==> src/hw/rtl/assert_macros.svh <==
// assertion macros used by the merging stage of the two-button press classifier
// depends on nothing; define ASSERT_OFF to compile the checks away
`ifndef ASSERT_MACROS_SVH
`define ASSERT_MACROS_SVH

`ifndef ASSERT_OFF

// property must hold at every rising edge out of reset
`define ASSERT_PROP(lbl, clk, rstn, prop) \
    lbl: assert property (@(posedge clk) disable iff (!(rstn)) (prop)) \
        else $error("assertion failed");

// condition must never be seen at a rising edge out of reset
`define ASSERT_NEVER(lbl, clk, rstn, cond) \
    lbl: assert property (@(posedge clk) disable iff (!(rstn)) !(cond)) \
        else $error("forbidden condition seen");

`else

`define ASSERT_PROP(lbl, clk, rstn, prop)
`define ASSERT_NEVER(lbl, clk, rstn, cond)

`endif

`endif

==> src/hw/rtl/tbpc_pkg.sv <==
// shared types and constants of the two-button press classifier
// depends on nothing
`default_nettype none

package tbpc_pkg;

    // event codes carried on the result channel
    typedef enum logic [1:0] {
        EV_SHORT_ONE = 2'd0,
        EV_SHORT_TWO = 2'd1,
        EV_LONG      = 2'd2,
        EV_COMBO     = 2'd3
    } event_code_t;

    // configuration register indexes
    localparam logic CFG_DEBOUNCE = 1'b0;
    localparam logic CFG_HOLD     = 1'b1;

    localparam int CFG_W = 16;

    // what one button lane found for the current item
    typedef struct packed {
        logic short_hit;
        logic long_hit;
    } lane_hit_t;

    // one queued result
    typedef struct packed {
        logic        last;
        event_code_t code;
    } out_item_t;

    // result queue geometry
    localparam int QDEPTH = 4;
    localparam int QPTR_W = 2;
    localparam int QCNT_W = 3;

endpackage

`default_nettype wire

==> src/hw/rtl/tbpc_lane.sv <==
// one button lane: debounce, short press and long press for a single button
// depends on tbpc_pkg
`default_nettype none

module tbpc_lane #(
    parameter int TIME_BITS = 32
) (
    input  wire                            aclk,
    input  wire                            aresetn,
    input  wire                            en,
    input  wire  [TIME_BITS-1:0]           now,
    input  wire                            raw,
    input  wire  [tbpc_pkg::CFG_W-1:0]     debounce_ms,
    input  wire  [tbpc_pkg::CFG_W-1:0]     hold_ms,
    output tbpc_pkg::lane_hit_t            hit
);

    logic                 prev_reg,   prev_next;
    logic                 stable_reg, stable_next;
    logic                 long_reg,   long_next;
    logic [TIME_BITS-1:0] change_reg, change_next;
    logic [TIME_BITS-1:0] press_reg,  press_next;

    logic                 changed;
    logic                 flip;
    logic                 pressed;
    logic                 released;
    logic                 long_eff;
    logic                 hold_ok;
    logic                 short_w;
    logic                 long_w;
    logic [TIME_BITS-1:0] since_change;
    logic [TIME_BITS-1:0] since_press;
    logic [TIME_BITS-1:0] debounce_ext;
    logic [TIME_BITS-1:0] hold_ext;

    assign debounce_ext = TIME_BITS'(debounce_ms);
    assign hold_ext     = TIME_BITS'(hold_ms);
    assign since_change = now - change_reg;
    assign since_press  = now - press_reg;

    always_comb begin
        // a level that changes on this item has zero age and cannot be stable yet
        changed     = (raw != prev_reg);
        flip        = !changed && (since_change > debounce_ext) && (raw != stable_reg);
        pressed     = flip && !raw;
        released    = flip && raw;
        short_w     = released && !long_reg;
        stable_next = flip ? raw : stable_reg;
        long_eff    = pressed ? 1'b0 : long_reg;
        // a fresh press has zero age
        hold_ok     = pressed ? (hold_ms == '0) : (since_press >= hold_ext);
        long_w      = !stable_next && !long_eff && hold_ok;
        long_next   = long_w | long_eff;
        prev_next   = raw;
        change_next = changed ? now : change_reg;
        press_next  = pressed ? now : press_reg;
    end

    assign hit.short_hit = en && short_w;
    assign hit.long_hit  = en && long_w;

    always_ff @(posedge aclk) begin
        if (!aresetn) begin
            prev_reg   <= 1'b1;
            stable_reg <= 1'b1;
            long_reg   <= 1'b0;
            change_reg <= '0;
            press_reg  <= '0;
        end else if (en) begin
            prev_reg   <= prev_next;
            stable_reg <= stable_next;
            long_reg   <= long_next;
            change_reg <= change_next;
            press_reg  <= press_next;
        end
    end

endmodule

`default_nettype wire

==> src/hw/rtl/tbpc_combo.sv <==
// combo timer: both buttons held together for the hold time
// depends on tbpc_pkg
`default_nettype none

module tbpc_combo #(
    parameter int TIME_BITS = 32
) (
    input  wire                            aclk,
    input  wire                            aresetn,
    input  wire                            en,
    input  wire                            both_low,
    input  wire  [TIME_BITS-1:0]           now,
    input  wire  [tbpc_pkg::CFG_W-1:0]     hold_ms,
    output logic                           combo_hit
);

    logic                 running_reg,  running_next;
    logic                 reported_reg, reported_next;
    logic [TIME_BITS-1:0] start_reg,    start_next;

    logic                 rep_eff;
    logic                 hold_ok;
    logic                 fire;
    logic [TIME_BITS-1:0] since_start;

    assign since_start = now - start_reg;

    always_comb begin
        rep_eff = running_reg ? reported_reg : 1'b0;
        // a combo that starts on this item has zero age
        hold_ok = running_reg ? (since_start >= TIME_BITS'(hold_ms)) : (hold_ms == '0);
        fire    = both_low && !rep_eff && hold_ok;
        if (both_low) begin
            running_next  = 1'b1;
            start_next    = running_reg ? start_reg : now;
            reported_next = rep_eff | fire;
        end else begin
            running_next  = 1'b0;
            start_next    = start_reg;
            reported_next = 1'b0;
        end
    end

    assign combo_hit = en && fire;

    always_ff @(posedge aclk) begin
        if (!aresetn) begin
            running_reg  <= 1'b0;
            reported_reg <= 1'b0;
        end else if (en) begin
            running_reg  <= running_next;
            reported_reg <= reported_next;
        end
    end

    always_ff @(posedge aclk) begin
        if (en) begin
            start_reg <= start_next;
        end
    end

endmodule

`default_nettype wire

==> src/hw/rtl/tbpc_merge.sv <==
// merging stage: orders lane and combo events and queues them for the output
// depends on tbpc_pkg and assert_macros.svh
`default_nettype none
`include "assert_macros.svh"

module tbpc_merge (
    input  wire                   aclk,
    input  wire                   aresetn,
    input  wire                   push,
    input  wire                   combo_hit,
    input  tbpc_pkg::lane_hit_t   hit_one,
    input  tbpc_pkg::lane_hit_t   hit_two,
    output logic                  room,
    output logic                  m_tvalid,
    input  wire                   m_tready,
    output logic [7:0]            m_tdata,    // [1:0] event_code, rest zero
    output logic                  m_tlast
);

    tbpc_pkg::out_item_t           q_reg [tbpc_pkg::QDEPTH];
    logic [tbpc_pkg::QPTR_W-1:0]   wr_reg, wr_next;
    logic [tbpc_pkg::QPTR_W-1:0]   rd_reg, rd_next;
    logic [tbpc_pkg::QCNT_W-1:0]   cnt_reg, cnt_next;

    logic                          any_one;
    logic                          any_two;
    tbpc_pkg::event_code_t         code_one;
    tbpc_pkg::event_code_t         code_two;
    tbpc_pkg::out_item_t           item_a;
    tbpc_pkg::out_item_t           item_b;
    logic [1:0]                    n_items;
    logic                          pop;
    logic [tbpc_pkg::QPTR_W-1:0]   wr_plus;
    tbpc_pkg::out_item_t           head;

    // helpers for the checks below
    logic                          lane_clash;
    logic                          grow_only;
    logic [tbpc_pkg::QCNT_W-1:0]   cnt_grown;

    always_comb begin
        any_one  = hit_one.short_hit | hit_one.long_hit;
        any_two  = hit_two.short_hit | hit_two.long_hit;
        code_one = hit_one.short_hit ? tbpc_pkg::EV_SHORT_ONE : tbpc_pkg::EV_LONG;
        code_two = hit_two.short_hit ? tbpc_pkg::EV_SHORT_TWO : tbpc_pkg::EV_LONG;
        item_b.code = code_two;
        item_b.last = 1'b1;
        if (combo_hit) begin
            n_items     = 2'd1;
            item_a.code = tbpc_pkg::EV_COMBO;
            item_a.last = 1'b1;
        end else begin
            // button one first, then button two
            n_items     = 2'({1'b0, any_one} + {1'b0, any_two});
            item_a.code = any_one ? code_one : code_two;
            item_a.last = !(any_one && any_two);
        end
        if (!push) begin
            n_items = 2'd0;
        end
    end

    assign head     = q_reg[rd_reg];
    assign pop      = m_tvalid && m_tready;
    assign m_tvalid = (cnt_reg != '0);
    assign m_tdata  = {6'd0, head.code};
    assign m_tlast  = head.last;
    // room for the largest burst one item can cause
    assign room     = (cnt_reg <= tbpc_pkg::QCNT_W'(tbpc_pkg::QDEPTH - 2));
    assign wr_plus  = tbpc_pkg::QPTR_W'(wr_reg + 1'b1);

    always_comb begin
        wr_next  = tbpc_pkg::QPTR_W'(wr_reg + n_items);
        rd_next  = pop ? tbpc_pkg::QPTR_W'(rd_reg + 1'b1) : rd_reg;
        cnt_next = tbpc_pkg::QCNT_W'(cnt_reg + tbpc_pkg::QCNT_W'(n_items)
                                     - tbpc_pkg::QCNT_W'(pop));
    end

    always_ff @(posedge aclk) begin
        if (!aresetn) begin
            wr_reg  <= '0;
            rd_reg  <= '0;
            cnt_reg <= '0;
        end else begin
            wr_reg  <= wr_next;
            rd_reg  <= rd_next;
            cnt_reg <= cnt_next;
        end
    end

    always_ff @(posedge aclk) begin
        if (n_items != 2'd0) begin
            q_reg[wr_reg] <= item_a;
        end
        if (n_items == 2'd2) begin
            q_reg[wr_plus] <= item_b;
        end
    end

    assign lane_clash = (hit_one.short_hit && hit_one.long_hit)
                     || (hit_two.short_hit && hit_two.long_hit);
    assign grow_only  = (n_items != 2'd0) && !pop;
    assign cnt_grown  = tbpc_pkg::QCNT_W'(cnt_reg + tbpc_pkg::QCNT_W'(n_items));

    `ASSERT_NEVER(a_queue_bound, aclk, aresetn, cnt_reg > tbpc_pkg::QCNT_W'(tbpc_pkg::QDEPTH))
    `ASSERT_NEVER(a_combo_alone, aclk, aresetn, combo_hit && (any_one || any_two))
    `ASSERT_NEVER(a_one_per_lane, aclk, aresetn, lane_clash)
    `ASSERT_PROP(a_count_track, aclk, aresetn, grow_only |=> cnt_reg == $past(cnt_grown))

endmodule

`default_nettype wire

==> src/hw/rtl/two_button_press_classifier.sv <==
// top level of the two-button press classifier: config registers, two button
// lanes, the combo timer and the merging stage; depends on tbpc_pkg and the
// tbpc_lane, tbpc_combo and tbpc_merge modules
//
// channel   dir  handshake           payload
// s_*       in   s_tvalid/s_tready   tdata: now_ms, level_one, level_two
// m_*       out  m_tvalid/m_tready   tdata: event_code; tlast: last
// cfg_*     in   cfg_wr_en           cfg_addr index, cfg_wdata value
//
// lanes and combo timer decide an item at the accepting edge
// a new item is taken every cycle while the four-entry result queue has room
// for two results; results leave at one a cycle while m_tready is high, so the queue
// sets the rate when polls keep producing two results
// reset is synchronous and active low; no clearing pass is needed
// a stall on the result side fills the queue and then holds back input items through s_tready
`default_nettype none

module two_button_press_classifier #(
    parameter int TIME_BITS = 32
) (
    input  wire         aclk,
    input  wire         aresetn,
    // input items
    input  wire         s_tvalid,
    output logic        s_tready,
    input  wire  [39:0] s_tdata,    // [31:0] now_ms, [32] level_one, [33] level_two
    // result items
    output logic        m_tvalid,
    input  wire         m_tready,
    output logic [7:0]  m_tdata,    // [1:0] event_code
    output logic        m_tlast,
    // configuration writes
    input  wire         cfg_wr_en,
    input  wire         cfg_addr,
    input  wire  [15:0] cfg_wdata
);

    logic [tbpc_pkg::CFG_W-1:0] debounce_reg;
    logic [tbpc_pkg::CFG_W-1:0] hold_reg;

    logic                       accept;
    logic                       level_one;
    logic                       level_two;
    logic                       both_low;
    logic                       lane_en;
    logic                       combo_hit;
    logic [TIME_BITS-1:0]       now;
    tbpc_pkg::lane_hit_t        hit_one;
    tbpc_pkg::lane_hit_t        hit_two;

    // register writes; the two indexes cover every cfg_addr value, so the default arm is never taken
    always_ff @(posedge aclk) begin
        if (!aresetn) begin
            debounce_reg <= 16'd50;
            hold_reg     <= 16'd3000;
        end else if (cfg_wr_en) begin
            case (cfg_addr)
                tbpc_pkg::CFG_DEBOUNCE: debounce_reg <= cfg_wdata;
                tbpc_pkg::CFG_HOLD:     hold_reg     <= cfg_wdata;
                default: ;
            endcase
        end
    end

    // timestamp taken modulo 2^TIME_BITS
    assign now       = TIME_BITS'(s_tdata[31:0]);
    assign level_one = s_tdata[32];
    assign level_two = s_tdata[33];
    assign accept    = s_tvalid && s_tready;
    // both raw levels low: combo poll, lanes keep their state
    assign both_low  = !level_one && !level_two;
    assign lane_en   = accept && !both_low;

    tbpc_lane #(
        .TIME_BITS (TIME_BITS)
    ) u_lane_one (
        .aclk        (aclk),
        .aresetn     (aresetn),
        .en          (lane_en),
        .now         (now),
        .raw         (level_one),
        .debounce_ms (debounce_reg),
        .hold_ms     (hold_reg),
        .hit         (hit_one)
    );

    tbpc_lane #(
        .TIME_BITS (TIME_BITS)
    ) u_lane_two (
        .aclk        (aclk),
        .aresetn     (aresetn),
        .en          (lane_en),
        .now         (now),
        .raw         (level_two),
        .debounce_ms (debounce_reg),
        .hold_ms     (hold_reg),
        .hit         (hit_two)
    );

    tbpc_combo #(
        .TIME_BITS (TIME_BITS)
    ) u_combo (
        .aclk      (aclk),
        .aresetn   (aresetn),
        .en        (accept),
        .both_low  (both_low),
        .now       (now),
        .hold_ms   (hold_reg),
        .combo_hit (combo_hit)
    );

    // merging stage also owns the result queue and hence the input ready
    tbpc_merge u_merge (
        .aclk      (aclk),
        .aresetn   (aresetn),
        .push      (accept),
        .combo_hit (combo_hit),
        .hit_one   (hit_one),
        .hit_two   (hit_two),
        .room      (s_tready),
        .m_tvalid  (m_tvalid),
        .m_tready  (m_tready),
        .m_tdata   (m_tdata),
        .m_tlast   (m_tlast)
    );

endmodule

`default_nettype wire
==> config.mk <==
export PLATFORM = sky130hd
export DESIGN_NAME = two_button_press_classifier
export DESIGN_NICKNAME = d
export VERILOG_FILES = /design/src/hw/rtl/tbpc_pkg.sv /design/src/hw/rtl/tbpc_lane.sv /design/src/hw/rtl/tbpc_combo.sv /design/src/hw/rtl/tbpc_merge.sv /design/src/hw/rtl/two_button_press_classifier.sv
export VERILOG_INCLUDE_DIRS = /design/src /design/src/hw/rtl
export SDC_FILE = /design/constraint.sdc
export NUM_CORES = 1
export LEC_CHECK = 0
export BUFFER_PORTS_ARGS = -buffer_cell sky130_fd_sc_hd__buf_2
export CAP_MARGIN = 20
export CORE_MARGIN = 2
export CORE_UTILIZATION = 60
export DETAILED_ROUTE_END_ITERATION = 10
export HOLD_SLACK_MARGIN = 0.12
export PLACE_DENSITY = 0.78
export SYNTH_ARGS = -nofsm -noshare
export SYNTH_HDL_FRONTEND = slang
export SYNTH_SLANG_ARGS = --single-unit
==> constraint.sdc <==
create_clock -name aclk -period 15.92 [get_ports aclk]
set_input_delay 1.592 -clock aclk [delete_from_list [all_inputs] [get_ports aclk]]
set_output_delay 1.592 -clock aclk [all_outputs]
set_load 0.02 [all_outputs]
======== After elaboration in Yosys (flattened, before gate mapping) ========
Memories as Yosys holds them, arrays and structs flattened. A register that Yosys moved wholly into a read port is not among the register bits.
Index checks and enable logic that the tools add are counted.
storage, ports and cells
  register bits ........................... 207
  RAM bits ................................ 12
  input bits .............................. 62
  logic and storage cells ................. 119
  memories ................................ 1
memories
  name           words  width  read ports  clocked after Yosys merged registers in  wr ports  RTL line          RTL
  u_merge.q_reg  4      3      1           1                                        2         tbpc_merge.sv:20  tbpc_pkg::out_item_t q_reg [tbpc_pkg::QDEPTH];
cells by class
  add/sub/neg operators ................... 11
  magnitude comparators ................... 6
  equal/unequal tests ..................... 5
  multiplexer cells ....................... 22
  bitwise gates (word level) .............. 7
  reduce and logical (&&, ||, !) cells .... 49
operator list
  kind                                                             count
  subtractor 32 bit                                                5
  >= comparator 32 x 16 -> 1 bit                                   3
  > comparator 32 x 16 -> 1 bit                                    2
  logical AND 1 bit                                                26
  logical NOT 16 bit                                               1
  two-way mux 1 bit                                                14
  two-way mux 2 bit                                                7
  logical NOT 1 bit                                                13
  AND reduction 2 bit                                              6
  bitwise OR 1 bit                                                 5
  adder 2 x 1 -> 2 bit (second input constant)                     2
  != test 1 bit                                                    4
  adder 3 x 2 -> 3 bit                                             1
  less-or-equal comparator 3 x 2 -> 1 bit (second input constant)  1
  two-way mux 3 bit                                                1
  AND reduction 3 bit                                              1
  nonzero test 3 bit                                               1
  subtractor 3 x 1 -> 3 bit                                        1
  adder 1 x 1 -> 2 bit                                             1
  adder 2 bit                                                      1
  == test 2 bit (second input constant)                            1
  inverter 1 bit                                                   2
  nonzero test 2 bit                                               1

======== Depth between registers and ports, before layout ========
Gate-level depths: netlist of the first run.
  depth in word-level cells ............... 17
  gate-level depth with buffers ........... 36

======== Modules after synthesis ========
Synthesis of the first run repeated with hierarchy kept, for this count alone.
unflattened totals
  cell total of the unflattened synthesis .. 2,704
  area, all modules ....................... 20,956.3 µm²
by module, submodules not included
  module                       instances  cells each  area each (µm²)  seq. area each (µm²)
  tbpc_lane at u_lane_two      1          1,017       7,482.2          1,341.3
  tbpc_lane at u_lane_one      1          1,009       7,380.8          1,341.3
  tbpc_combo                   1          419         3,523.4          1,001.0
  two_button_press_classifier  1          137         1,341.3          640.6
  tbpc_merge                   1          122         1,228.7          500.5

======== Worst setup path after synthesis of the first run ========
OpenSTA, ideal clock, no wires.
  kind .................................... input to register
  start ................................... input port s_tdata[1]
  end ..................................... register u_merge.cnt_reg[2] in the netlist's numbering
  arrival ................................. 7,668 ps
  required time ........................... 15,792 ps
  setup slack ............................. 8,125 ps
  stages on the path ...................... 35
  path through ............................ ha_1 > nor2b_1 > o2111ai_1 > a31oi_1 > o2111a_1 > nor2_1 > o21ai_0 > a21o_1 > a21oi_1 > xnor2_1 > ha_1 > nand4_1 > or3_1 > a21oi_1 > a211oi_1 > o2bb2ai_1 > o211ai_1 > a2111o_1 > or4_4 > nor4_4 > nor3_2 > buf_6 > buf_8 > a21oi_1 > o21ai_1 > ha_1 > nand2_1 > nor2_1 > buf_2 > inv_1 > ha_1 > fa_1 > xnor2_1 > xnor2_1 > nor2_1
on the way
  longest elaborated chain between the ends .. 16
  elaborated cells on any way between the ends .. 48
  classes of those cells .................. add/sub: 8; order compare: 5; mux: 9; bitwise: 2; reduce/logical: 24
ends and longest elaborated chain
  item                                 RTL line                            RTL
  start: declaration                   two_button_press_classifier.sv:26   input wire [39:0] s_tdata,
  subtractor 32 bit                    tbpc_lane.sv:39                     assign since_change = now - change_reg;
  > comparator 32 x 16 -> 1 bit        tbpc_lane.sv:45                     flip = !changed && (since_change > debounce_ext) && (raw != stable_reg);
  logical AND 1 bit (2 in a row)       tbpc_lane.sv:45
  logical AND 1 bit                    tbpc_lane.sv:46                     pressed = flip && !raw;
  two-way mux 1 bit                    tbpc_lane.sv:50                     long_eff = pressed ? 1'b0 : long_reg;
  logical NOT 1 bit                    tbpc_lane.sv:53                     long_w = !stable_next && !long_eff && hold_ok;
  logical AND 1 bit (2 in a row)       tbpc_lane.sv:53
  logical AND 1 bit                    tbpc_lane.sv:61                     assign hit.long_hit = en && long_w;
  bitwise OR 1 bit (on tied branches)  tbpc_merge.sv:42, tbpc_merge.sv:43
  adder 1 x 1 -> 2 bit                 tbpc_merge.sv:54                    n_items = 2'({1'b0, any_one} + {1'b0, any_two});
  two-way mux 2 bit *                  tbpc_merge.sv:48                    if (combo_hit) begin
  two-way mux 2 bit *                  tbpc_merge.sv:58                    if (!push) begin
  adder 3 x 2 -> 3 bit *               tbpc_merge.sv:75                    cnt_next = tbpc_pkg::QCNT_W'(cnt_reg + tbpc_pkg::QCNT_W'(n_items)
  subtractor 3 x 1 -> 3 bit *          tbpc_merge.sv:76                    - tbpc_pkg::QCNT_W'(pop));
  end signal: assignment               tbpc_merge.sv:87                    cnt_reg <= cnt_next;
  end: declaration                     tbpc_merge.sv:23                    logic [tbpc_pkg::QCNT_W-1:0] cnt_reg, cnt_next;
Mark *: on every way between the ends. The rest lies on a longest branch, timed or not.
A chain may end at the register's enable or synchronous reset.

======== Worst setup path after layout of the first run ========
  start ................................... input port s_tdata[7]
  end ..................................... register u_merge.cnt_reg[2] in the netlist's numbering
Same word-level chain as after synthesis.

==> results of run 1 <==
-- power groups by stage --
stage | registers (mW) | logic [mW] | clock network [mW]
final | 0.627 | 0.682 | 0.644
after global routing | 0.631 | 0.763 | 0.673
after CTS | 0.627 | 0.672 | 0.653
after detailed placement | 0.638 | 0.667 | 0
after global placement | 0.637 | 0.649 | 0
after floorplan | 0.632 | 0.512 | 0
-- Yosys cell counts, types with 6 or more instances --
cell	instances
sky130_fd_sc_hd__nand2_1	324
sky130_fd_sc_hd__a21oi_1	277
sky130_fd_sc_hd__ha_1	240
sky130_fd_sc_hd__inv_1	223
sky130_fd_sc_hd__nor2_1	208
sky130_fd_sc_hd__dfxtp_1	181
sky130_fd_sc_hd__o21ai_0	118
sky130_fd_sc_hd__clkbuf_1	87
sky130_fd_sc_hd__mux2i_1	72
sky130_fd_sc_hd__xnor2_1	70
sky130_fd_sc_hd__a21o_1	67
sky130_fd_sc_hd__nand4_1	47
sky130_fd_sc_hd__nor3_1	45
sky130_fd_sc_hd__xor2_1	44
sky130_fd_sc_hd__nand3_1	43
sky130_fd_sc_hd__edfxtp_1	40
sky130_fd_sc_hd__o21a_1	32
sky130_fd_sc_hd__a211oi_1	31
sky130_fd_sc_hd__nand2b_1	27
sky130_fd_sc_hd__nor2b_1	27
sky130_fd_sc_hd__o211ai_1	27
sky130_fd_sc_hd__a31oi_1	22
sky130_fd_sc_hd__and2_1	20
sky130_fd_sc_hd__and3_1	18
sky130_fd_sc_hd__o21bai_1	16
sky130_fd_sc_hd__or3_1	16
sky130_fd_sc_hd__a2111oi_0	13
sky130_fd_sc_hd__o2111ai_1	13
sky130_fd_sc_hd__nor3b_1	11
sky130_fd_sc_hd__o22ai_1	11
sky130_fd_sc_hd__nor4_1	10
sky130_fd_sc_hd__and4_1	9
sky130_fd_sc_hd__buf_4	9
sky130_fd_sc_hd__o31a_1	9
sky130_fd_sc_hd__o31ai_1	9
sky130_fd_sc_hd__or2_2	9
sky130_fd_sc_hd__mux2_2	8
sky130_fd_sc_hd__a41oi_1	7
sky130_fd_sc_hd__a211o_1	6
sky130_fd_sc_hd__buf_2	6
sky130_fd_sc_hd__fa_1	6
-- final timing paths --
check,endpoint,slack (ps)
worst max-delay path,u_merge.cnt_reg[2]$_SDFF_PN0_,6610
worst min-delay path,u_lane_one.change_reg[4]$_SDFFE_PN0P_,450
worst max register to register,u_merge.cnt_reg[2]$_SDFF_PN0_,7570
worst min register to register,u_lane_one.change_reg[4]$_SDFFE_PN0P_,450
-- final cells by class --
cell class / instances / area [µm²] / share of cell area (%)
clock inverter: 11 / 117.6 / 0.5594
sequential: 221 / 4825 / 22.95
clock buffer: 38 / 809.5 / 3.850
tap: 442 / 553.0 / 2.630
inverter: 225 / 847.1 / 4.029
timing repair buffer: 70 / 395.4 / 1.881
multi-input combinational: 2008 / 13480 / 64.10
-- logic make-up after synthesis --
family          Yosys count  synth area share (%)
other cells               1               0.01912
mux                      84                 4.536
xor+xnor                114                 5.091
buf+inv                 332                 6.826
simple gates            830                 19.56
compound gates          728                 23.45
flops                   221                 24.60
fa+ha+maj               246                 15.92
-- critical path: cells and delay by family --
family          cells  cell delay, ps
buf+inv             2             440
xor+xnor            3             520
simple gates       13            2970
fa+ha+maj           5            1620
mux                 1             450
compound gates      7            2110
-- per-stage QoR --
stage	total power [mW]	hold slack [ps]	utilization, %
3_3_place_gp	1.286	441.2	61.98
4_1_cts	1.952	455.1	64.84
2_1_floorplan	1.144	427.3	-
6_report	1.953	451.8	64.95
5_1_grt	2.066	475.4	64.95
3_5_place_dp	1.306	446.0	61.98
-- metal layers --
layer / vias to the layer above / part of all wire, % / track usage, %
met5: - / 0 / 0
met4: 0 / 2.8 / 8.921
met3: 90 / 5.7 / 2.694
met2: 533 / 48 / 53.35
met1: 8581 / 44 / 38.80
li1: 9111 / - / -
==> impl_metrics.csv, run 1 <==
group,metric,value,unit
run_status,run_status,"completed",
clocking,resized_after_cts,0,
floorplanning,starting_density,60.59,%
cells_and_area,drive_gt1_share,5.674,%
worst_setup_path,critical_path_start_type,"input port",
pwr,clock_power_share,33.0,%
worst_setup_path,cp_slowest_cell,"sky130_fd_sc_hd__nor4_1",
cells_and_area,antennaDiodeCount,0,
worst_hold_path,worstHoldStart,"u_lane_one.change_reg[4]$_SDFFE_PN0P_",
floorplanning,std_cell_rows,66,
floorplanning,die_w,184.8,µm
pwr,net_load_switching_power,0.6906,mW
worst_hold_path,worst_hold_path_type,"register to register",
synth,mapped_area,0.01961,mm²
sta,rsz0062_at_grt,"false",
place,post_dp_cell_area,0.02006,mm²
drt,ant_nets,0,
worst_setup_path,critical_path.startpoint,"s_tdata[7]",
synth,ys_types,87,
synth,synth_area_leaders,"sky130_fd_sc_hd__dfxtp_1 (18%), sky130_fd_sc_hd__ha_1 (15%), sky130_fd_sc_hd__a21oi_1 (7.1%)",
pwr,leakage,8.470,nW
clocking,cts_setup_buffers,0,
synth,synth_top_area_share,18.47,%
synth,synth.avg_cell_area,7.674,µm²
global_routing,antenna_found_initial,0,
worst_setup_path,crit_fanout,13,
sta,maxSlewHeadroom,33.43,%
cells_and_area,layout_commonest_cell,"sky130_fd_sc_hd__nand2_1",
synth,synth_enable_flop_cells,40,
clocking,clock_slew_at_reported_path_ffs,60,ps
sta,timing.final.setup_violations,0,
worst_setup_path,classification_of_the_worst_setup_path,"input port to register",
sta,drv_slew,0,
drt,routed_wirelength,52240,µm
worst_setup_path,worst_r2r_startpoint,"u_lane_one.change_reg[7]$_SDFFE_PN0P_",
worst_setup_path,cp_slowest_stage_delay,580,ps
cells_and_area,num-nets-final,2861,
sta,fin_skew,18.18,ps
floorplanning,core_area,0.03237,mm²
drt,drc,0,
pwr,share_comb_of_total_power,34.9,%
clocking,clock_tree.root_cell,"sky130_fd_sc_hd__clkbuf_16",
clocking,cts_inserted_buffers,27,
cells_and_area,final.fill_count,2884,
synth,synth-main-ff-cell,"sky130_fd_sc_hd__dfxtp_1",
sta,worst_slack,6609,ps
worst_setup_path,timing.critical_path.arrival,9710,ps
synth,ys_seq_area_share,24.60,%
floorplanning,total_die_area,0.03415,mm²
synth,netlist_instances,2556,
sta,achievable-frequency,107.4,MHz
synth,yosys_register_bits,221,
synth,ys_warn_count,0,
worst_setup_path,worstRegToRegCells,31,
job,max_cap_violations,0,
sta,setup_tns,0,ps
pwr,seqPwrFrac,32.1,%
clocking,clk_path_buf_depth,3,
global_routing,grt-ovfl-total,0,
cells_and_area,stdcell_count,3015,
floorplanning,io_pins,73,
clocking,cts_max_level,1,
place,port_buffers,60,
cells_and_area,fin_area,0.02103,mm²
clocking,worst_skew_pair.late_latency,540,ps
pwr,sw_frac_of_total,35.37,%
place,placement.setup.worst_slack,6197,ps
worst_hold_path,worstHoldPathCells,2,
worst_setup_path,worstPathRequired,16320,ps
sta,layout_worst_path_cycle_share,58.49,%
clocking,clock-sinks,221,
drt,vias,18315,
sta,final_period_minus_worst_setup_slack,9311,ps
global_routing,grtUsageTotal,30.09,%
drt,drt_pass1_iterations,6,
floorplanning,floorplan.die.height,184.8,µm
cells_and_area,layout_common_cells,"sky130_fd_sc_hd__nand2_1 (324), sky130_fd_sc_hd__a21oi_1 (277), sky130_fd_sc_hd__ha_1 (240)",
pwr,pwr_density_cell,92.87,mW/mm²
clocking,postCtsHoldBufs,0,
pwr,cell_internal_pwr,1.262,mW
sta,worstMarginPinSlew,973.3,ps
worst_setup_path,cp_common_cell,"sky130_fd_sc_hd__nor2_1",
drt,routed_via_density,6.075,
synth,library_cell_occupying_the_most_area_in_the_post_synthesis_netlist,"sky130_fd_sc_hd__dfxtp_1",
global_routing,first_pass_grt_wire_length,83920,µm
pwr,vdd.ir_drop.worst,85.90,µV
cells_and_area,areaGrowthSynthToFinish,7.196,%
drt,drt_iter0_markers,1098,
synth,async_flop_share,0,%
place,detailedPlacementHpwl,40240,µm
global_routing,grt_max_degree,81,
global_routing,grt_pass1_vias,17347,
place,weighted_congestion_reported_at_the_end_of_routability_driven_placement,0.9477,
clocking,cts_tree,"built",
drt,routed_wire_length_per_instance,17.33,µm
sta,timing_hold_violations_final,0,
place,place.detailed.instances,2964,
worst_setup_path,critPathCaptureType,"register",
(Power assumes the default switching activity.)
==> inputs of run 2 (changes only) <==
- clock period: 15.92 -> 9.18 ns (I/O delays scaled with it)
==> impl_metrics.csv, run 2 (synthesized netlist as in run 1, its figures left out) <==
group,metric,value,unit
floorplanning,floorplan.die.height,184.8,µm
sta,fin_skew,16.11,ps
drt,routed_wirelength,52650,µm
cells_and_area,areaGrowthSynthToFinish,7.113,%
clocking,clk_path_buf_depth,3,
clocking,resized_after_cts,0,
sta,worst_slack,1147,ps
sta,rsz0062_at_grt,"false",
global_routing,grtUsageTotal,30.48,%
sta,worstMarginPinSlew,1064,ps
global_routing,grt.met1_usage,39.32,%
global_routing,grt-ovfl-total,0,
worst_setup_path,cp_common_cell,"sky130_fd_sc_hd__nor2_1",
worst_setup_path,critPathCaptureType,"register",
worst_setup_path,critical_path_start_type,"input port",
sta,timing.final.setup_violations,0,
cells_and_area,multi_input_area,0.01348,mm²
sta,layout_worst_path_cycle_share,87.51,%
drt,vias,18450,
floorplanning,die_w,184.8,µm
sta,achievable-frequency,124.5,MHz
global_routing,met2_usage,53.06,%
drt,drt_iter0_markers,1266,
place,place.detailed.instances,2972,
cells_and_area,num-nets-final,2868,
worst_setup_path,cp_slowest_cell,"sky130_fd_sc_hd__nor4_1",
floorplanning,total_die_area,0.03415,mm²
sta,final_period_minus_worst_setup_slack,8033,ps
cells_and_area,fin_area,0.02101,mm²
place,weighted_congestion_reported_at_the_end_of_routability_driven_placement,0.9435,
cells_and_area,final_core_util,64.90,%
cells_and_area,final.fill_count,2864,
global_routing,grt_busiest_layer,"met2",
cells_and_area,regArea,0.004825,mm²
cells_and_area,stdcell_count,3022,
floorplanning,starting_density,60.59,%
pwr,leakage,8.479,nW
worst_setup_path,timing.critical_path.arrival,8430,ps
worst_setup_path,crit_fanout,13,
worst_hold_path,worst_hold_path_type,"register to register",
global_routing,antenna_found_initial,0,
job,max_cap_violations,0,
clocking,clock_tree.root_cell,"sky130_fd_sc_hd__clkbuf_16",
pwr,vdd.ir_drop.worst,151.9,µV
worst_setup_path,worstRegToRegCells,32,
place,detailedPlacementHpwl,40810,µm
floorplanning,core_area,0.03237,mm²
drt,drc,0,
drt,routed_via_density,6.105,
pwr,pwr_density_cell,158.4,mW/mm²
clocking,worst_skew_pair.late_latency,560,ps
drt,ant_nets,0,
cells_and_area,layout_commonest_cell,"sky130_fd_sc_hd__nand2_1",
place,placement.setup.worst_slack,750.5,ps
sta,drv_slew,0,
global_routing,grt_pass1_vias,17463,
worst_setup_path,cp_slowest_stage_delay,590,ps
floorplanning,std_cell_rows,66,
run_status,run_status,"completed",
clocking,clock-sinks,221,
clocking,cts_max_level,1,
drt,drt_pass1_iterations,6,
clocking,postCtsHoldBufs,0,
clocking,cts_setup_buffers,0,
global_routing,first_pass_grt_wire_length,84630,µm
global_routing,gr-usage-met3,3.343,%
place,port_buffers,60,
worst_hold_path,worstHoldPathCells,2,
clocking,cts_tree,"built",
sta,timing_hold_violations_final,0,
floorplanning,io_pins,73,
place,post_dp_cell_area,0.02014,mm²
global_routing,grt_max_degree,89,
cells_and_area,drive_gt1_share,5.814,%
sta,finalHoldWorstSlack,452.4,ps
sta,maxSlewHeadroom,27.23,%
worst_setup_path,classification_of_the_worst_setup_path,"input port to register",
clocking,clock_slew_at_reported_path_ffs,60,ps
clocking,cts_inserted_buffers,27,
pwr,power,3.327,mW
worst_setup_path,worstPathRequired,9580,ps
drt,routed_wire_length_per_instance,17.42,µm
sta,setup_tns,0,ps
cells_and_area,layout_common_cells,"sky130_fd_sc_hd__nand2_1 (324), sky130_fd_sc_hd__a21oi_1 (277), sky130_fd_sc_hd__ha_1 (240)",
cells_and_area,antennaDiodeCount,0,
## run 2: cell types whose count changed in the layout (fill, tap and decap cells not counted), sizes merged
cell / previous run / this run
inv: 226 / 225
buf: 70 / 77
clkbuf: 38 / 40
clkinvlp: 2 / 0
clkinv: 6 / 8
bufinv: 2 / 1
## run 2: metal layers
layer	vias to the layer above	routed length, µm	share of wire, %
met1	8646	22930	44
met2	561	24840	47
li1	9121	-	-
met3	122	3178	6.0
met5	-	0	0
met4	0	1700	3.2
## run 2: power by group
| part | internal [mW] | total (mW) | switching [mW] |
|---|---|---|---|
| Sequential | 1.05 | 1.09 | 0.0377 |
| Combinational | 0.471 | 1.19 | 0.718 |
| Clock | 0.615 | 1.05 | 0.436 |
## run 2: cell type report
class | count | share of cell area (%)
multi-input combinational | 2008 | 64.15
sequential | 221 | 22.96
inverter | 225 | 4.032
clock buffer | 40 | 3.734
tap | 442 | 2.632
timing repair buffer | 77 | 2.132
clock inverter | 9 | 0.3514
## run 2: worst max-delay path, delay by kind of cell
kind / cells / cell delay [ps]
AOI/OAI and AO/OA: 7 / 2120
xor gates and xnor gates: 3 / 450
adders and majority gates: 5 / 1500
buffers and inverters: 4 / 670
muxes: 1 / 440
and+or+nand+nor: 13 / 2330
## run 2: final timing paths
path	startpoint	to	slack (ps)
max	s_tdata[0]	u_merge.cnt_reg[2]$_SDFF_PN0_	1150
min	u_lane_two.change_reg[11]$_SDFFE_PN0P_	u_lane_two.change_reg[11]$_SDFFE_PN0P_	450
max reg2reg	u_lane_one.change_reg[7]$_SDFFE_PN0P_	u_merge.cnt_reg[2]$_SDFF_PN0_	1380
min reg2reg	u_lane_two.change_reg[11]$_SDFFE_PN0P_	u_lane_two.change_reg[11]$_SDFFE_PN0P_	450
==> inputs of run 3 (changes only) <==
- CTS_CLUSTER_SIZE: unset -> 8
- PLACE_DENSITY: 0.78 -> unset
- PLACE_DENSITY_LB_ADDON: unset -> 0.25
==> impl_metrics.csv, run 3 (synthesized netlist as in run 1, its figures left out) <==
group,metric,value,unit
worst_setup_path,classification_of_the_worst_setup_path,"input port to register",
global_routing,grt_busiest_layer,"met2",
floorplanning,core_area,0.03237,mm²
clocking,postCtsHoldBufs,0,
worst_setup_path,worst_r2r_startpoint,"u_lane_one.change_reg[7]$_SDFFE_PN0P_",
pwr,pwr_density_cell,162.5,mW/mm²
clocking,clock-sinks,221,
sta,setup_tns,0,ps
clocking,clk_path_buf_depth,3,
clocking,clock_tree.root_cell,"sky130_fd_sc_hd__clkbuf_16",
floorplanning,die_w,184.8,µm
worst_setup_path,timing.critical_path.arrival,8330,ps
floorplanning,std_cell_rows,66,
cells_and_area,areaGrowthSynthToFinish,7.527,%
floorplanning,io_pins,73,
worst_hold_path,worst_hold_path_type,"register to register",
clocking,cts_setup_buffers,0,
sta,worstMarginPinSlew,1095,ps
global_routing,met2_usage,53.26,%
worst_setup_path,critical_path_start_type,"input port",
drt,drt_iter0_markers,1403,
global_routing,first_pass_grt_wire_length,84700,µm
drt,drt_pass1_iterations,6,
global_routing,grt_max_degree,92,
clocking,cts_max_level,2,
clocking,worst_skew_pair.late_latency,520,ps
sta,achievable-frequency,125.5,MHz
sta,timing_hold_violations_final,0,
worst_setup_path,crit_cells,32,
cells_and_area,drive_gt1_share,5.616,%
cells_and_area,final.fill_count,2899,
worst_setup_path,crit_fanout,13,
sta,final_period_minus_worst_setup_slack,7970,ps
worst_setup_path,critical-path-top-delay-family,"simple AND/OR/NAND/NOR gates",
drt,vias,18405,
worst_setup_path,timing.reg2reg.setup_slack,1510,ps
clocking,clock_slew_at_reported_path_ffs,50,ps
clocking,resized_after_cts,0,
drt,ant_nets,0,
global_routing,antenna_found_initial,0,
sta,maxSlewHeadroom,25.09,%
worst_setup_path,worstPathBufferInverterCount,3,
worst_setup_path,worstRegToRegCells,32,
sta,timing.final.setup_violations,0,
worst_setup_path,worstReg2RegEnd,"u_merge.cnt_reg[2]$_SDFF_PN0_",
global_routing,gr-usage-met3,3.185,%
place,placement.setup.worst_slack,690.7,ps
drt,routed_wirelength,52880,µm
global_routing,grt-ovfl-total,0,
cells_and_area,layout_commonest_cell,"sky130_fd_sc_hd__nand2_1",
worst_setup_path,cp_slowest_cell,"sky130_fd_sc_hd__nor4_1",
worst_setup_path,cp_slowest_stage_delay,560,ps
floorplanning,floorplan.die.height,184.8,µm
clocking,cts_inserted_buffers,34,
cells_and_area,final_core_util,65.15,%
clocking,cts_tree,"built",
cells_and_area,num-nets-final,2872,
cells_and_area,layout_common_cells,"sky130_fd_sc_hd__nand2_1 (324), sky130_fd_sc_hd__a21oi_1 (277), sky130_fd_sc_hd__ha_1 (240)",
worst_setup_path,worstPathRequired,9540,ps
worst_setup_path,critPathCaptureType,"register",
place,weighted_congestion_reported_at_the_end_of_routability_driven_placement,0.9332,
drt,routed_via_density,6.086,
worst_setup_path,cp_common_cell,"sky130_fd_sc_hd__nor2_1",
global_routing,grt_pass1_vias,17457,
global_routing,grt.met1_usage,39.34,%
place,place.detailed.instances,2968,
pwr,leakage,8.497,nW
worst_setup_path,worst_setup_path_endpoint,"u_merge.cnt_reg[2]$_SDFF_PN0_",
global_routing,grtUsageTotal,30.72,%
cells_and_area,antennaDiodeCount,0,
sta,fin_skew,18.80,ps
drt,drc,0,
sta,worst_slack,1210,ps
floorplanning,total_die_area,0.03415,mm²
run_status,run_status,"completed",
job,max_cap_violations,0,
floorplanning,starting_density,60.59,%
cells_and_area,stdcell_count,3024,
drt,routed_wire_length_per_instance,17.49,µm
place,port_buffers,60,
sta,drv_slew,0,
sta,finalHoldWorstSlack,451.2,ps
sta,rsz0062_at_grt,"false",
sta,layout_worst_path_cycle_share,86.82,%
worst_setup_path,critical_path.startpoint,"s_tdata[7]",
pwr,vdd.ir_drop.worst,127.9,µV
place,detailedPlacementHpwl,40630,µm
==> run 3: changes by cell type in the layout (fill, tap and decap cells not counted), sizes merged <==
cell    change
clkbuf     +10
buf         -3
clkinv      -5
inv         +1
bufinv      -1
==> run 3: metal layers <==
layer,vias to the layer above,share of wire [%]
met5,-,0
met4,0,3.5
met3,134,5.2
met2,530,47
met1,8614,44
li1,9127,-
==> run 3: power by group <==
part,switching [mW],internal (mW),leakage (nW),total (mW)
sequential,0.0389,1.05,1.83,1.09
combinational,0.720,0.468,6.20,1.19
clock,0.452,0.697,0.470,1.15
total,1.21,2.22,8.50,3.43
==> run 3: worst min-delay path by stage <==
| stage | from | end | slack [ps] | depth (start not counted) |
|---|---|---|---|---|
| floorplan | u_merge.q_reg[3][2]$_SDFFE_PP1N_ | u_merge.q_reg[3][2]$_SDFFE_PP1N_ | 430 | 1 |
| global placement | u_lane_one.change_reg[20]$_SDFFE_PN0P_ | u_lane_one.change_reg[20]$_SDFFE_PN0P_ | 440 | 2 |
| detailed placement | u_lane_one.change_reg[13]$_SDFFE_PN0P_ | u_lane_one.change_reg[13]$_SDFFE_PN0P_ | 450 | 2 |
| CTS | u_lane_two.change_reg[14]$_SDFFE_PN0P_ | u_lane_two.change_reg[14]$_SDFFE_PN0P_ | 450 | 2 |
| global route | u_lane_one.change_reg[4]$_SDFFE_PN0P_ | u_lane_one.change_reg[4]$_SDFFE_PN0P_ | 470 | 2 |
| finish | u_lane_two.change_reg[3]$_SDFFE_PN0P_ | u_lane_two.change_reg[3]$_SDFFE_PN0P_ | 450 | 2 |
==> run 3: cell type report <==
| class | count | area, µm² | share of cell area, % |
|---|---|---|---|
| Tap cell | 442 | 553.0 | 2.622 |
| Multi-Input combinational cell | 2008 | 13480 | 63.93 |
| Clock inverter | 4 | 38.79 | 0.1839 |
| Sequential cell | 221 | 4825 | 22.88 |
| Timing Repair Buffer | 74 | 412.9 | 1.958 |
| Clock buffer | 50 | 930.9 | 4.414 |
| Inverter | 225 | 847.1 | 4.016 |
==> run 3: tightest hold or removal path: stages, from the launching register on <==
cell	delay, ps
sky130_fd_sc_hd__dfxtp_1	300
sky130_fd_sc_hd__nand2_1	50
sky130_fd_sc_hd__a21oi_1	50
==> run 3: per-stage QoR <==
step           power (mW)  area, µm²
5_1_grt             3.627      21090
3_5_place_dp        2.274      20100
6_report            3.428      21090
3_3_place_gp        2.236      20100
4_1_cts             3.435      21070
2_1_floorplan       1.984      19630
